### config.mk
export PLATFORM = sky130hd
export DESIGN_NAME = qsg_isqrt
export DESIGN_NICKNAME = d
export VERILOG_FILES = /design/src/rtl/qsg_pkg.sv /design/src/rtl/qsg_isqrt.sv
export SDC_FILE = /design/constraint.sdc
export NUM_CORES = 2
export LEC_CHECK = 0
export BUFFER_PORTS_ARGS = -buffer_cell sky130_fd_sc_hd__buf_2
export CORE_ASPECT_RATIO = 1.2
export CORE_MARGIN = 1.5
export CORE_UTILIZATION = 55
export CTS_CLUSTER_DIAMETER = 60
export DETAILED_ROUTE_END_ITERATION = 8
export PLACE_DENSITY = 0.71
export SYNTH_ARGS = -nofsm -noshare
export SYNTH_HDL_FRONTEND = slang
export SYNTH_SLANG_ARGS = --single-unit
### constraint.sdc
create_clock -name i_clk -period 4.1 [get_ports i_clk]
set_input_delay 0.82 -clock i_clk [delete_from_list [all_inputs] [get_ports i_clk]]
set_output_delay 0.82 -clock i_clk [all_outputs]
set_load 0.01 [all_outputs]
### src/rtl/qsg_pkg.sv
// ----------------------------------------------------------------------------
// qsg_pkg
// Shared constants for the quaternion squash gradient block.
// ----------------------------------------------------------------------------
package qsg_pkg;

    // default data format: signed Q8.16 in 24 bits
    localparam int DATA_WIDTH_DEF = 24;
    localparam int FRAC_BITS_DEF  = 16;

    // one lane per quaternion component
    localparam int NUM_LANES      = 4;

endpackage

### src/rtl/qsg_isqrt.sv
// ----------------------------------------------------------------------------
// qsg_isqrt
// Pipelined integer square root, one result bit per stage (floor).
// ----------------------------------------------------------------------------
module qsg_isqrt import qsg_pkg::*; #(
    parameter int SW = 2 * DATA_WIDTH_DEF + 1,   // radicand width
    parameter int RW = DATA_WIDTH_DEF + 1        // root width, 2*(RW-1) < SW
) (
    input  logic          i_clk,
    input  logic          i_en,
    input  logic [SW-1:0] i_s,
    output logic [RW-1:0] o_root
);

    logic [SW-1:0] r_x [RW];
    logic [SW-1:0] r_r [RW];

    genvar k;
    generate
        for (k = 0; k < RW; k++) begin : g_stage
            localparam logic [SW-1:0] ONE = SW'(1) << (2 * (RW - 1 - k));
            logic [SW-1:0] w_x;
            logic [SW-1:0] w_r;
            logic [SW-1:0] w_t;
            logic [SW-1:0] n_x;
            logic [SW-1:0] n_r;

            if (k == 0) begin : g_first
                assign w_x = i_s;
                assign w_r = '0;
            end else begin : g_next
                assign w_x = r_x[k-1];
                assign w_r = r_r[k-1];
            end

            // trial subtract of (root + one)
            always_comb begin
                w_t = w_r + ONE;
                if (w_x >= w_t) begin
                    n_x = w_x - w_t;
                    n_r = (w_r >> 1) + ONE;
                end else begin
                    n_x = w_x;
                    n_r = w_r >> 1;
                end
            end

            always_ff @(posedge i_clk) begin
                if (i_en) begin
                    r_x[k] <= n_x;
                    r_r[k] <= n_r;
                end
            end
        end
    endgenerate

    assign o_root = r_r[RW-1][RW-1:0];

endmodule

After elaboration in Yosys (flattened, before gate mapping) --
Memory sizes are Yosys's and may differ from the RTL's. Index checks and enable logic that the tools add are counted.
Storage, ports and cells: input bits 51, memories kept 2, bits in writable memories 2450, logic and storage cells 152, register bits after elaboration 0
Memory list:
- r_r | depth 25, width 49, rd ports 25, clocked after Yosys merged registers in 0, wr ports 25, RTL line qsg_isqrt.sv:16 | logic [SW-1:0] r_r [RW];
- r_x | depth 25, width 49, rd ports 24, clocked after Yosys merged registers in 0, wr ports 25, RTL line qsg_isqrt.sv:15 | logic [SW-1:0] r_x [RW];
Operators by class: multiplexer cells 52, order comparisons 25, $add $sub $neg 73
Operators by type and width (number):
- 2-to-1 mux 49 bit | 50
- greater-or-equal comparator 49 bit | 24
- subtractor 49 bit | 24
- adder 48 x 1 -> 49 bit, second input constant | 1
- adder 48 x 11 -> 49 bit, second input constant | 1
- adder 48 x 13 -> 49 bit, second input constant | 1
- adder 48 x 15 -> 49 bit, second input constant | 1
- adder 48 x 17 -> 49 bit, second input constant | 1
- adder 48 x 19 -> 49 bit, second input constant | 1
- adder 48 x 21 -> 49 bit, second input constant | 1
- adder 48 x 23 -> 49 bit, second input constant | 1
- adder 48 x 25 -> 49 bit, second input constant | 1
- adder 48 x 27 -> 49 bit, second input constant | 1
- adder 48 x 29 -> 49 bit, second input constant | 1
- adder 48 x 3 -> 49 bit, second input constant | 1
- adder 48 x 31 -> 49 bit, second input constant | 1
- adder 48 x 33 -> 49 bit, second input constant | 1
- adder 48 x 35 -> 49 bit, second input constant | 1
- adder 48 x 37 -> 49 bit, second input constant | 1
- adder 48 x 39 -> 49 bit, second input constant | 1
- adder 48 x 41 -> 49 bit, second input constant | 1
- adder 48 x 43 -> 49 bit, second input constant | 1
- adder 48 x 45 -> 49 bit, second input constant | 1
- adder 48 x 47 -> 49 bit, second input constant | 1
- other kinds (30) | 31

Logic depth before layout (Yosys ltp) --
An unclocked memory read counts as a cell.
depth after elaboration 4, gate-level depth with buffers 13

Least setup slack after synthesis --
Ideal clock, no wire load.
kind register to register, start memory r_x[1][176] (netlist bit), end memory r_x[1][233] (netlist bit) (data pin), required time 3.830 ns, data arrival time 2.965 ns, cell stages (with the launch flop) 12, buffers on the path 2, library setup time 0.270 ns, slack 0.865 ns, cell sequence edfxtp_1 ha_1 or4_1 or3b_1 clkbuf_1 nor4_1 o311ai_0 a211o_1 buf_2 o211ai_1 nor3_1 xor2_1
RTL lines (RTL line):
- start, declared | qsg_isqrt.sv:15

==> flow_metrics.env <==
export IMPL_worst_slew_pin_slew_ns=1.07
export IMPL_synth_compound_area_share_pct=9.38
export IMPL_dieArea_um2=132000
export IMPL_io_buffers=75
export IMPL_synth_adder_area_share_pct=6.05
export IMPL_diodes=0
export IMPL_slew_headroom_pct=28.5
export IMPL_die_y_um=398
export IMPL_synth_seq_area_share_pct=63.0
export IMPL_synth_top_area_share_pct=63.0
export IMPL_synth_top_family_by_area="simple AND/OR/NAND/NOR gates"
export IMPL_async_flop_share_pct=0
export IMPL_synth_edf_count=1501
export IMPL_synth_top_area_cell="edfxtp_1"
export IMPL_rsz0062_at_grt="false"
export IMPL_worst_r2r_setup_slack_ns=0.16
export IMPL_detail_route_wl_per_cell_um=21.1
export IMPL_ys_types=91
export IMPL_yosys_most_used_dff="edfxtp_1"
export IMPL_clock_latency_ns=0.81
export IMPL_fin_setup_tns_ns=0
export IMPL_drv_cap=0
export IMPL_clkTransAtPathRegs_ns=0.06
export IMPL_synth_cells=5575
export IMPL_critical_path_arrival_ns=4.44
export IMPL_final_util_pct=61.7
export IMPL_ant_nets=0
export IMPL_regToRegStartpoint="r_x[1][176]$_DFFE_PP_"
export IMPL_root_buffer="clkbuf_16"
export IMPL_synth_nets=5972
export IMPL_syn_area_um2=71500
export IMPL_synth_xor_area_share_pct=5.94
export IMPL_core_region_area_um2=129000
export IMPL_min_period_over_period_pct=96.0
export IMPL_drive_gt1_share_pct=8.49
export IMPL_slew_viol_final=0
export IMPL_cts_sinks=1501
export IMPL_rows=144
export IMPL_num_vias=44496
export IMPL_hp_class="in2reg"
export IMPL_nets=6188
export IMPL_synthMuxAreaShare_pct=1.23
export IMPL_cts_buffer_depth=3
export IMPL_finalHoldViolations=0
export IMPL_synthTopCellsByArea="edfxtp_1 63%, ha_1 6.1%, xnor2_1 3.2%, xor2_1 2.8%, inv_1 2.2%"
export IMPL_first_iter_violations=3103
export IMPL_grt_pass1_wl_um=247000
export IMPL_syn_avg_cell_area_um2=12.8
export IMPL_max_freq_ghz=0.254
export IMPL_worstSetupPathType="reg2reg"
export IMPL_antenna_found_initial=1
export IMPL_gr_total_overflow=0
export IMPL_drc=0
export IMPL_status="complete, no violations"
export IMPL_start_util_pct=55.6
export IMPL_grt_pass1_vias=44562
export IMPL_p_leak_nw=30.1
export IMPL_io_pins=76
export IMPL_die_w_um=332
export IMPL_required_ns=4.61
export IMPL_finalClockSkew_ns=0.0490
export IMPL_firstDrtPassIters=6
export IMPL_cts_tree="built"
export IMPL_hold_path_depth=1
export IMPL_hp_start="i_s[34]"
export IMPL_p_per_area_nw_per_um2=541
export IMPL_cp_start_kind="flop"
export IMPL_cts_max_level=4
export IMPL_cts_setup_buffers=0
export IMPL_ir_worst_vdd_mv=0.451
export IMPL_period_needed_ns=3.94
export IMPL_r2r_cells=9
export IMPL_routed_wl_um=160000
export IMPL_setup_viol=0
export IMPL_dpl_hpwl_um=120000
export IMPL_numCtsBuffers=147
export IMPL_viasPerCell=5.87
export IMPL_cp_max_fo=9
export IMPL_synthSimpleGateAreaFrac_pct=11.6
export IMPL_grt_max_degree=150
export IMPL_worst_setup_path_end_kind="flop"
export IMPL_power_mw=43.0
export IMPL_place_gp_congestion=0.911
export IMPL_rr_endpoint="r_x[1][233]$_DFFE_PP_"
export IMPL_ys_top_cells_by_count="1,501 x edfxtp_1, 423 x inv_1, 348 x nor2_1, 346 x ha_1, 330 x nand2_1"
export IMPL_crit_path_start="r_x[1][176]$_DFFE_PP_"
export IMPL_grt_use_total_pct=24.2
export IMPL_yosysMostFrequentCell="edfxtp_1"
export IMPL_ys_ff_latch=1501
export IMPL_hold_end="r_x[0][34]$_DFFE_PP_"
export IMPL_nFillCells=9840
export IMPL_ctsHoldBuffers=0
export IMPL_ys_warn_count=0
export IMPL_syn2layout_area_growth_pct=11.1
## cell type report
cell class / count / area [um2] / area share [%]
flip-flops and latches: 1501 / 45100 / 56.7
multi-input cells: 3555 / 24500 / 30.8
clock buffers: 175 / 3800 / 4.79
well taps: 1679 / 2100 / 2.64
inverters: 428 / 1610 / 2.03
repair buffers: 158 / 1210 / 1.53
clock inverters: 87 / 1140 / 1.43
## per-stage QoR
step                      cells  setup slack, ns  area, um2  hold slack [ns]
after floorplan            5575            0.865      71500            0.417
after global placement     7321            0.141      74500            0.424
after detailed placement   7321            0.170      74500            0.426
after CTS                  7583            0.154      79400            0.116
after global routing       7583           0.0145      79400            0.125
final                      7583            0.162      79400            0.179
## worst max-delay path by stage
stage                       endpoint  slack [ns]  cells after the start
6_report       r_x[1][233]$_DFFE_PP_        0.16                      9
5_1_grt        r_x[1][233]$_DFFE_PP_        0.01                      9
4_1_cts        r_x[1][193]$_DFFE_PP_        0.15                      9
3_5_place_dp   r_x[1][193]$_DFFE_PP_        0.17                      9
3_3_place_gp   r_x[1][193]$_DFFE_PP_        0.14                      9
2_1_floorplan  r_x[1][233]$_DFFE_PP_        0.87                     11
## cell usage in the layout (no fill, tap or decap), types with 30 or more instances in the layout
cell / count
buf_4: 67
a211oi_1: 35
nor2_1: 348
xor2_1: 227
o21ai_0: 241
o31ai_1: 35
mux2_2: 69
o21a_1: 66
ha_1: 346
clkbuf_16: 148
edfxtp_1: 1501
or3_1: 50
a31oi_1: 36
nor3_1: 166
a21oi_1: 314
nor2b_1: 38
xnor2_1: 258
inv_1: 423
or4_1: 44
nor4_1: 168
nand3b_1: 30
nand2_1: 330
buf_2: 74
nand2b_1: 62
nand4_1: 89
nand3_1: 78
a21o_1: 124
## logic make-up (layout without fill, tap and decap cells)
group                    after synthesis  in the layout
flip-flops                          1501           1501
AND/OR/NAND/NOR                     1584           1584
adder cells (fa/ha/maj)              346            346
XOR/XNOR                             485            485
AO/OA/AOI/OAI                       1060           1060
other                                  1              1
multiplexers                          79             79
buffers and inverters                519            848
## per-layer routing
layer  vias up  wire, um  global-route usage, %
met4         0      6700                   10.1
met2      1073     87500                   46.8
li1      21403         -                      -
met1     21688     59200                   26.1
met5         -         0                      0
met3       332      6370                   3.50
## repair_timing
item	CTS	global route
endpoints found under the setup margin	0	1
resized for setup	0	1
endpoints found under the hold margin	0	0
## worst max-delay path, cell delays in order (launching register included)
cell and delay, ns:
edfxtp_1 0.40, ha_1 0.26, or4_1 0.63, or3b_1 0.54, nor4_1 0.49, o311ai_0 0.23, a211o_1 0.35, o211ai_1 0.43
nor3_1 0.16, xor2_1 0.19
## state kept, by name (all words and copies together) (netlist names)
signal	cells
r_r	325
r_x	1176
## power by group
part / switching, mW / internal, mW / leakage, nW
logic: 4.75 / 3.51 / 13.3
clock network: 5.93 / 7.76 / 2.38
registers: 1.54 / 19.5 / 14.4
total: 12.2 / 30.7 / 30.1
(Power assumes the default switching activity.)
